--- src/rtl/sierpinski_carpet_pixel_color_unit_macros.svh ---
// ----------------------------------------------------------------------------
// Assertion macros for the Sierpinski carpet pixel color unit
// Shared concurrent-assertion shorthands, clocked on clk, reset on rst_n.
// ----------------------------------------------------------------------------
`ifndef SIERPINSKI_CARPET_PIXEL_COLOR_UNIT_MACROS_SVH
`define SIERPINSKI_CARPET_PIXEL_COLOR_UNIT_MACROS_SVH

// Same-cycle implication, checked outside of reset.
`define SCPC_ASSERT_NOW(label, ante, cons) \
  label: assert property (@(posedge clk) disable iff (!rst_n) (ante) |-> (cons)) \
    else $error("scpc same-cycle check failed");

// Next-cycle implication, checked outside of reset.
`define SCPC_ASSERT_NEXT(label, ante, cons) \
  label: assert property (@(posedge clk) disable iff (!rst_n) (ante) |=> (cons)) \
    else $error("scpc next-cycle check failed");

`endif

--- src/rtl/scpc_pkg.sv ---
// ----------------------------------------------------------------------------
// Sierpinski carpet pixel color package
// Widths, reset values, the color type and the nine-entry palette.
// ----------------------------------------------------------------------------
package scpc_pkg;

  // Fixed field widths.
  localparam int COORD_W = 12;
  localparam int CHAN_W  = 8;
  localparam int CFG_W   = 3;

  // Default deepest carpet order and the order after reset.
  localparam int              MAX_ORDER_DEF = 7;
  localparam logic [CFG_W-1:0] ORDER_RESET  = 3'd3;

  typedef struct packed {
    logic [CHAN_W-1:0] red;
    logic [CHAN_W-1:0] green;
    logic [CHAN_W-1:0] blue;
  } rgb_t;

  // Evaluated pixel, handed from the evaluator to the result register.
  typedef struct packed {
    rgb_t color;
    logic out_of_range;
  } pixel_t;

  localparam rgb_t BLACK = '{red: 8'd0, green: 8'd0, blue: 8'd0};

  // Palette indexed by 3*top_y + top_x; the center entry is black.
  function automatic rgb_t palette_lookup(input logic [3:0] idx);
    rgb_t c;
    begin
      case (idx)
        4'd0:    c = '{red: 8'd255, green: 8'd0,   blue: 8'd255};
        4'd1:    c = '{red: 8'd0,   green: 8'd255, blue: 8'd255};
        4'd2:    c = '{red: 8'd255, green: 8'd165, blue: 8'd0};
        4'd3:    c = '{red: 8'd0,   green: 8'd0,   blue: 8'd255};
        4'd5:    c = '{red: 8'd0,   green: 8'd255, blue: 8'd0};
        4'd6:    c = '{red: 8'd255, green: 8'd255, blue: 8'd0};
        4'd7:    c = '{red: 8'd0,   green: 8'd128, blue: 8'd0};
        4'd8:    c = '{red: 8'd255, green: 8'd0,   blue: 8'd0};
        default: c = BLACK;
      endcase
      return c;
    end
  endfunction

endpackage

--- src/rtl/scpc_pixel_eval.sv ---
// ----------------------------------------------------------------------------
// Sierpinski carpet pixel evaluator
// Combinational color and range evaluation of one registered coordinate.
// ----------------------------------------------------------------------------
module scpc_pixel_eval #(
  parameter int MAX_ORDER = scpc_pkg::MAX_ORDER_DEF,
  parameter int ORD_W     = $clog2(MAX_ORDER + 1)
) (
  input  logic [scpc_pkg::COORD_W-1:0] x_i,
  input  logic [scpc_pkg::COORD_W-1:0] y_i,
  input  logic [ORD_W-1:0]             ord_i,
  output scpc_pkg::pixel_t             pix_o
);
  import scpc_pkg::*;

  // Reciprocal scaling that makes floor(v / 3^k) exact for every coordinate.
  localparam int SHIFT  = COORD_W + $clog2(3 ** MAX_ORDER) + 1;
  localparam int PROD_W = COORD_W + SHIFT + 1;

  logic [COORD_W-1:0] qx [MAX_ORDER+1];
  logic [COORD_W-1:0] qy [MAX_ORDER+1];
  logic [MAX_ORDER-1:0] hole_at;
  logic [ORD_W-1:0]     top_pos;
  logic [1:0]           top_x;
  logic [1:0]           top_y;
  logic [3:0]           pal_idx;
  logic                 oor;
  logic                 hole;

  // Quotients by each power of three, all in parallel by constant multiply.
  for (genvar k = 0; k <= MAX_ORDER; k++) begin : g_quot
    localparam longint unsigned DIV = longint'(3 ** k);
    localparam longint unsigned MUL = ((64'd1 << SHIFT) + DIV - 1) / DIV;
    logic [PROD_W-1:0] px;
    logic [PROD_W-1:0] py;
    assign px = PROD_W'(x_i) * PROD_W'(MUL);
    assign py = PROD_W'(y_i) * PROD_W'(MUL);
    assign qx[k] = px[SHIFT +: COORD_W];
    assign qy[k] = py[SHIFT +: COORD_W];
  end

  // Base-3 digit k is q[k] - 3*q[k+1]; flag a hole where both digits are one and k is below the order.
  for (genvar k = 0; k < MAX_ORDER; k++) begin : g_digit
    logic [COORD_W-1:0] rx;
    logic [COORD_W-1:0] ry;
    assign rx = qx[k] - (qx[k+1] + {qx[k+1][COORD_W-2:0], 1'b0});
    assign ry = qy[k] - (qy[k+1] + {qy[k+1][COORD_W-2:0], 1'b0});
    assign hole_at[k] = (ORD_W'(k) < ord_i) && (rx[1:0] == 2'd1) && (ry[1:0] == 2'd1);
  end

  // The coordinate is inside when its quotient by the side is zero.
  always_comb begin
    top_pos = ORD_W'(ord_i - 1'b1);
    oor     = (qx[ord_i] != '0) || (qy[ord_i] != '0);
    hole    = |hole_at;
    top_x   = qx[top_pos][1:0];
    top_y   = qy[top_pos][1:0];
    pal_idx = {top_y, 1'b0} + {2'b00, top_y} + {2'b00, top_x};

    pix_o.out_of_range = oor;
    if (oor || hole) begin
      pix_o.color = BLACK;
    end else begin
      pix_o.color = palette_lookup(pal_idx);
    end
  end

endmodule

--- src/rtl/sierpinski_carpet_pixel_color_unit.sv ---
// ----------------------------------------------------------------------------
// Sierpinski carpet pixel color unit
// Test-pattern generator: one pixel coordinate in, one RGB color out.
// ----------------------------------------------------------------------------
// Usage:
//   The input channel (in_valid/in_ready) carries one pixel coordinate per
//   transaction; the output channel (out_valid/out_ready) carries its color
//   and an out-of-range flag, in the same order.
//   The carpet order is written through cfg_we/cfg_pattern_order while the
//   unit is idle; orders below one act as one, above MAX_ORDER as MAX_ORDER.
//   A coordinate accepted on the input channel is loaded into the input
//   register; the result register then loads the outcome of one evaluation
//   pass of parallel constant multiplies and presents the color.
//   Throughput is one pixel per clock while the receiver does not stall.
//   When the receiver stalls, the result register holds and the input
//   register fills; in_ready drops only when both are full and out_ready
//   is low.
//   Synchronous reset empties both stages and sets the order to three.
// ----------------------------------------------------------------------------
module sierpinski_carpet_pixel_color_unit #(
  parameter int MAX_ORDER = scpc_pkg::MAX_ORDER_DEF
) (
  input  logic                        clk,
  input  logic                        rst_n,
  input  logic                        cfg_we,
  input  logic [scpc_pkg::CFG_W-1:0]  cfg_pattern_order,
  input  logic                        in_valid,
  output logic                        in_ready,
  input  logic [scpc_pkg::COORD_W-1:0] in_x_coord,
  input  logic [scpc_pkg::COORD_W-1:0] in_y_coord,
  output logic                        out_valid,
  input  logic                        out_ready,
  output logic [scpc_pkg::CHAN_W-1:0] out_red,
  output logic [scpc_pkg::CHAN_W-1:0] out_green,
  output logic [scpc_pkg::CHAN_W-1:0] out_blue,
  output logic                        out_out_of_range
);
  import scpc_pkg::*;
  `include "sierpinski_carpet_pixel_color_unit_macros.svh"

  localparam int ORD_W = $clog2(MAX_ORDER + 1);

  logic [CFG_W-1:0]   order_r;
  logic [ORD_W-1:0]   ord_eff;
  logic               s1_valid_r;
  logic [COORD_W-1:0] x_r;
  logic [COORD_W-1:0] y_r;
  logic               out_valid_r;
  pixel_t             pix_r;
  pixel_t             pix_nxt;
  logic               out_load;
  logic               s1_adv;
  logic               in_acc;

  // Configuration register.
  always_ff @(posedge clk) begin
    if (!rst_n) begin
      order_r <= ORDER_RESET;
    end else if (cfg_we) begin
      order_r <= cfg_pattern_order;
    end
  end

  // Clamp the order into the supported range.
  always_comb begin
    if (order_r == '0) begin
      ord_eff = ORD_W'(1);
    end else if (int'(order_r) > MAX_ORDER) begin
      ord_eff = ORD_W'(MAX_ORDER);
    end else begin
      ord_eff = ORD_W'(order_r);
    end
  end

  // Pipeline flow control.
  assign out_load = !out_valid_r || out_ready;
  assign s1_adv   = s1_valid_r && out_load;
  assign in_ready = !s1_valid_r || out_load;
  assign in_acc   = in_valid && in_ready;

  // Input register.
  always_ff @(posedge clk) begin
    if (!rst_n) begin
      s1_valid_r <= 1'b0;
    end else if (in_ready) begin
      s1_valid_r <= in_valid;
    end
  end

  always_ff @(posedge clk) begin
    if (in_acc) begin
      x_r <= in_x_coord;
      y_r <= in_y_coord;
    end
  end

  // Evaluation of the registered coordinate.
  scpc_pixel_eval #(
    .MAX_ORDER (MAX_ORDER),
    .ORD_W     (ORD_W)
  ) u_eval (
    .x_i   (x_r),
    .y_i   (y_r),
    .ord_i (ord_eff),
    .pix_o (pix_nxt)
  );

  // Result register.
  always_ff @(posedge clk) begin
    if (!rst_n) begin
      out_valid_r <= 1'b0;
    end else if (out_load) begin
      out_valid_r <= s1_valid_r;
    end
  end

  always_ff @(posedge clk) begin
    if (s1_adv) begin
      pix_r <= pix_nxt;
    end
  end

  assign out_valid        = out_valid_r;
  assign out_red          = pix_r.color.red;
  assign out_green        = pix_r.color.green;
  assign out_blue         = pix_r.color.blue;
  assign out_out_of_range = pix_r.out_of_range;

  // An out-of-range pixel is always black.
  `SCPC_ASSERT_NOW(a_oor_black, out_valid_r && pix_r.out_of_range, pix_r.color == BLACK)
  // An accepted transaction occupies the input register next cycle.
  `SCPC_ASSERT_NEXT(a_accept_fills, in_acc, s1_valid_r)
  // A result appears only after the input register handed one over.
  `SCPC_ASSERT_NOW(a_out_from_s1, $rose(out_valid_r), $past(s1_adv))

endmodule
--- config.mk ---
export PLATFORM = sky130hd
export DESIGN_NAME = sierpinski_carpet_pixel_color_unit
export DESIGN_NICKNAME = d
export VERILOG_FILES = /design/src/rtl/scpc_pkg.sv /design/src/rtl/scpc_pixel_eval.sv /design/src/rtl/sierpinski_carpet_pixel_color_unit.sv
export VERILOG_INCLUDE_DIRS = /design/src /design/src/rtl
export SDC_FILE = /design/constraint.sdc
export NUM_CORES = 2
export LEC_CHECK = 0
export BUFFER_PORTS_ARGS = -buffer_cell sky130_fd_sc_hd__buf_4
export CORE_MARGIN = 5
export CORE_UTILIZATION = 62
export DETAILED_ROUTE_END_ITERATION = 10
export PLACE_DENSITY = 0.79
export SYNTH_ARGS = -nofsm -noshare
export SYNTH_HDL_FRONTEND = slang
export SYNTH_SLANG_ARGS = --single-unit
export TNS_END_PERCENT = 5
--- constraint.sdc ---
create_clock -name clk -period 10.32 [get_ports clk]
set_input_delay 2.064 -clock clk [delete_from_list [all_inputs] [get_ports clk]]
set_output_delay 2.064 -clock clk [all_outputs]
set_load 0.1 [all_outputs]
=== Word level (Yosys, flattened, before mapping) ===
Memories as Yosys holds them, arrays and structs flattened. A register that Yosys moved wholly into a read port is not among the register bits.
Index checks and enable logic that the tools add are counted.

* Flip-flop bits (word level): 30
* ROM bits: 384
* Input bits: 32
* Output and inout bits: 27
* Word-level logic and storage cells: 116
* Memories: 1

* $add $sub $neg: 31
* $mul: 14
* $lt $le $gt $ge: 9
* Eq/ne operators: 14
* Mux-type cells: 13
* Bitwise logic cells: 2
* Reductions and logical operators: 26

{| class="wikitable"
|+ Memory list
! name !! depth !! width !! read ports !! clocked after memory_dff !! wr ports !! line !! text
|-
| (name not given) || 16 || 24 || 1 || 1 || 0 || scpc_pkg.sv:34 || <nowiki>case (idx)</nowiki>
|}

{| class="wikitable"
|+ Operator list
! cell !! count
|-
| binary-select mux 12 bit (select 3 bit) || 4
|-
| multiplier 12 x 24 -> 36 bit (second input constant) || 2
|-
| multiplier 12 x 22 -> 34 bit (second input constant) || 2
|-
| multiplier 12 x 21 -> 33 bit (second input constant) || 2
|-
| multiplier 12 x 19 -> 31 bit (second input constant) || 2
|-
| multiplier 12 x 18 -> 30 bit (second input constant) || 2
|-
| multiplier 12 x 16 -> 28 bit (second input constant) || 2
|-
| multiplier 12 x 14 -> 26 bit (second input constant) || 2
|-
| two-way mux 12 bit || 4
|-
| == test 2 x 1 -> 1 bit (second input constant) || 14
|-
| subtractor 2 bit || 14
|-
| adder 2 bit || 12
|-
| nonzero test 12 bit || 2
|-
| logical AND 1 bit || 16
|-
| < comparator 3 bit (first input constant) || 3
|-
| greater-or-equal comparator 4 bit (second input constant) || 2
|-
| two-way mux 2 bit || 4
|-
| inverter 3 -> 4 bit || 2
|-
| OR reduction 7 bit || 1
|-
| < comparator 1 x 3 -> 1 bit (first input constant) || 2
|-
| < comparator 2 x 3 -> 1 bit (first input constant) || 2
|-
| adder 1 x 2 -> 2 bit || 2
|-
| adder 3 x 2 -> 4 bit || 1
|-
| adder 4 x 2 -> 4 bit || 1
|-
| 5 further kinds || 9
|}

=== Longest topological paths before layout ===
* Depth in word-level cells: 9
* Mapped depth: 29
* Depth with buffers taken out: 29

=== By module ===
Synthesis repeated with hierarchy kept, for this count alone.

* Cell total of the unflattened synthesis: 4,517
* Area, all modules: 42,467.0 um^2

{| class="wikitable"
|+ Modules (own cells, without submodules)
! module !! times used !! cells each !! area an instance (um^2) !! seq. area each (um^2)
|-
| scpc_pixel_eval || 1 || 4,447 || 40,772.9 || 0.0
|-
| sierpinski_carpet_pixel_color_unit || 1 || 70 || 1,694.1 || 1,571.5
|}

=== Worst setup path after synthesis ===
OpenSTA, ideal clock, no wires.

* Path type: register -> register
* From: register y_r[8]
* To: register, netlist name out_blue[7]
* Library setup time: 158 ps
* Arrival time: 8,014 ps
* Required time: 10,162 ps
* Setup slack: 2,149 ps
* Stages on the path, launching flop included: 24
* Path buffers: 0
* Clock period less this slack: 8,171 ps
* Cells stage by stage: edfxtp_1 -> ha_1 -> inv_1 -> fa_1 -> inv_1 -> fa_1 -> fa_1 -> inv_1 -> fa_1 -> inv_1 -> ha_1 -> a21o_1 -> a221oi_1 -> o22ai_1 -> a211o_1 -> xnor2_1 -> inv_1 -> mux4_2 -> mux2_2 -> fa_1 -> ha_1 -> fa_1 -> or4_1 -> nor3_1

* Word-level cells in the longest chain between the ends: 7
* Elaborated cells between the ends (all ways): 47
* Those cells by class: add/sub (16); mul (7); eq/ne (7); mux (6); reduce/logical (11)

{| class="wikitable"
|+ RTL lines
! what !! line !! text
|-
| from (decl) || sierpinski_carpet_pixel_color_unit.sv:47 || <nowiki>logic [COORD_W-1:0] y_r;</nowiki>
|-
| from (signal assigned) || sierpinski_carpet_pixel_color_unit.sv:93 || <nowiki>y_r <= in_y_coord;</nowiki>
|-
| branches (longest 7 deep; another with multiplier 12 x 24 -> 36 bit) || -- ||
|}

Parallel ways; which one is timed is not known. The select of a mux whose other input is x is not followed.
A chain may end at the register's enable or synchronous reset.

=== Worst setup path in the final report ===
* From: register y_r[4]
* To: register, netlist name out_blue[7]

* Word-level cells in the longest chain between the ends: 7
* Elaborated cells between the ends (all ways): 47
* Those cells by class: add/sub (16); mul (7); eq/ne (7); mux (6); reduce/logical (11)

{| class="wikitable"
|+ RTL lines
! what
|-
| branches (longest 7 deep; another with multiplier 12 x 24 -> 36 bit)
|}

Parallel ways; which one is timed is not known. The select of a mux whose other input is x is not followed.

==> reports/metrics.cfg <==
[critical_path]
cp-start-kind=flip-flop
r2r-start=y_r[4]
critical_path.max_fanout=8
crit_type=reg -> reg
r2r_end=out_blue[7]
rr_worst_depth=24
crit_required_ns=10.47
arrival_ns=9.27
r2r_slack_ns=1.20
cp-end-kind=flip-flop

[detailed_routing]
drtIter0Drc=2248
drc=0
vias=32200
drt_pass1_iterations=5
wl_per_cell_um=24.3
routed_wl_mm=129
detail-route-antenna-nets=0
vias_per_cell=6.08

[grt]
grt_use_met2_pct=59.7
grt_use_met3_pct=6.52
overflow=0
grt_max_degree=18
grt_pass1_vias=34100
grt_util_met1_pct=42.7
antenna_found_initial=0
grt_most_used_layer=met2
grt_first_pass_wirelength_mm=198
grtUsageTotal_pct=36.5

[logic_synthesis]
syn-cell-area_um2=40900
synth_area_leaders=fa_1 37%, ha_1 27%, inv_1 11%
ys_ff_latch=35
synth_cells=4349
async_reset_ff_share_pct=0
synth_nets=6020
synthDistinctLibCells=88
synth_flop_cell=edfxtp_1
yosys_warnings=0
synth-seq-area-share_pct=2.45
synth-edff-count=30
avgSynthCellArea_um2=9.40
synth_top_area_share_pct=37.2
synth_top_cell_by_area=fa_1

[layout]
layout_common_cells=1222 x inv_1, 880 x ha_1, 759 x fa_1
syn_to_final_growth_pct=4.52
antenna_cells=0
nets=6097
layout_commonest_cell=inv_1
drive_gt1_share_pct=3.75

[timing]
finalCriticalPeriod_ns=9.12
rsz0062_at_grt=no
clock_skew_ns=0.00323
period_share_pct=88.4
fmax_ghz=0.110
worstMarginPinSlew_ns=1.24
hold_viol_final=0
worst_slack_ns=1.20
slew_violations=0
setup_viol=0
max-slew-margin-rel_pct=16.8
fin_tns_setup_ns=0

[clocking]
clock-sinks=35
clk_pin_slew_ns=0.07
cts_tree=yes
clock_path_buffers=2
cts_resized=0
clock_latency_ns=0.31
post_cts_buffers=0
holdBufCountCts=0
htree_levels=2
cts_buffers=5
cts_root_buf=clkbuf_16

[hold_path]
hold_path_class=reg -> reg
hold_start=s1_valid_r
whs_path_depth=1
min_to=out_valid

[floorplanning]
coreArea_um2=65600
io_pins=59
num_rows=94
fp.dieW_um=267
start_util_pct=62.3
die_y_um=267
dieArea_um2=71200

[status]
outcome=complete, no violations

[placed_design]
gp_congestion=1.08
hpwl_mm=113
preCtsSetupSlack_ns=1.34
portBuffers=58

[job]
cap_violations=0

## per-stage QoR
step           hold slack, ns  instances  instance area [um2]  util, %
2_1_floorplan           0.477       4349                40900        -
3_3_place_gp            0.498       5283                42600     64.8
3_5_place_dp            0.496       5283                42600     64.8
4_1_cts                 0.521       5291                42700     65.1
5_1_grt                 0.560       5291                42700     65.1
6_report                0.523       5291                42700     65.1
## synthesized netlist by cell type (7+ instances only)
cell type	number
a2111oi_0	15
a211o_1	18
a211oi_1	42
a21o_1	51
a21oi_1	221
a221oi_1	13
a31oi_1	27
a41oi_1	7
and2_1	9
and3_1	28
and4_1	17
buf_4	20
clkbuf_1	25
edfxtp_1	30
fa_1	759
ha_1	880
inv_1	1222
mux2i_1	14
nand2_1	148
nand2b_1	8
nand3_1	70
nand4_1	47
nor2_1	117
nor2b_1	21
nor3_1	46
nor4_1	19
o2111ai_1	8
o211ai_1	40
o21a_1	17
o21ai_0	103
o21ai_1	16
o21bai_1	10
o221ai_1	10
o22ai_1	9
o31ai_1	9
o41ai_1	8
or2_2	11
or3_1	15
or4_1	11
xnor2_1	61
xor2_1	28
## area by class of cell
type | count | area [um2]
fill | 5442 | 22900
tap | 864 | 1080
inverter | 1226 | 4600
clock buffer | 5 | 125
timing repair buffer | 120 | 901
sequential | 35 | 1000
multi-input combinational | 3038 | 35000
clock inverter | 3 | 43.8
## how the worst max path moves through the flow
stage,startpoint,endpoint,slack [ns]
2_1_floorplan,y_r[8],out_blue[7],2.15
3_3_place_gp,y_r[4],out_blue[7],1.47
3_5_place_dp,y_r[4],out_blue[7],1.34
4_1_cts,y_r[4],out_blue[7],1.30
5_1_grt,y_r[4],out_blue[7],0.84
6_report,y_r[4],out_blue[7],1.20
## kinds of logic (layout without fill, tap and decap cells)
family	Yosys count	after routing	share of synthesized area [%]
and+or+nand+nor	591	591	7.34
muxes	24	24	0.784
DFF	35	35	2.45
AOI/OAI and AO/OA	688	688	11.0
buffers and inverters	1276	1354	12.0
xor gates and xnor gates	96	96	2.30
adders and majority gates	1639	1639	64.1
## state kept, by name, summed over array words and instances, names as in the netlist
register,count
s1_valid_r,1
order_r,3
out_blue,1
y_r,12
out_red,1
x_r,12
out_out_of_range,1
out_green,3
out_valid,1
## critical path, stage by stage (launching register included)
cell and delay (ns):
edfxtp_1 0.72, buf_4 0.32, ha_1 0.53, inv_1 0.39, fa_1 0.59, inv_1 0.06, fa_1 0.48, fa_1 0.56
inv_1 0.06, fa_1 0.53, inv_1 0.05, ha_1 0.31, a21o_1 0.16, a221oi_1 0.43, o22ai_1 0.20, a211o_1 0.35
xnor2_1 0.38, inv_1 0.11, mux4_2 0.48, mux2_2 0.31, fa_1 0.47, ha_1 0.22, fa_1 0.54, or4_1 0.54
nor3_1 0.14
## metal layers
layer / vias up / wire [um] / part of all wire, %
li1: 14400 / - / -
met1: 15600 / 46000 / 36
met2: 1599 / 59100 / 46
met3: 558 / 9850 / 7.7
met4: 0 / 13600 / 11
met5: - / 0 / 0
Power is not shown: default switching activity piles up to over one toggle a cycle in this logic, so the estimate is an artifact.
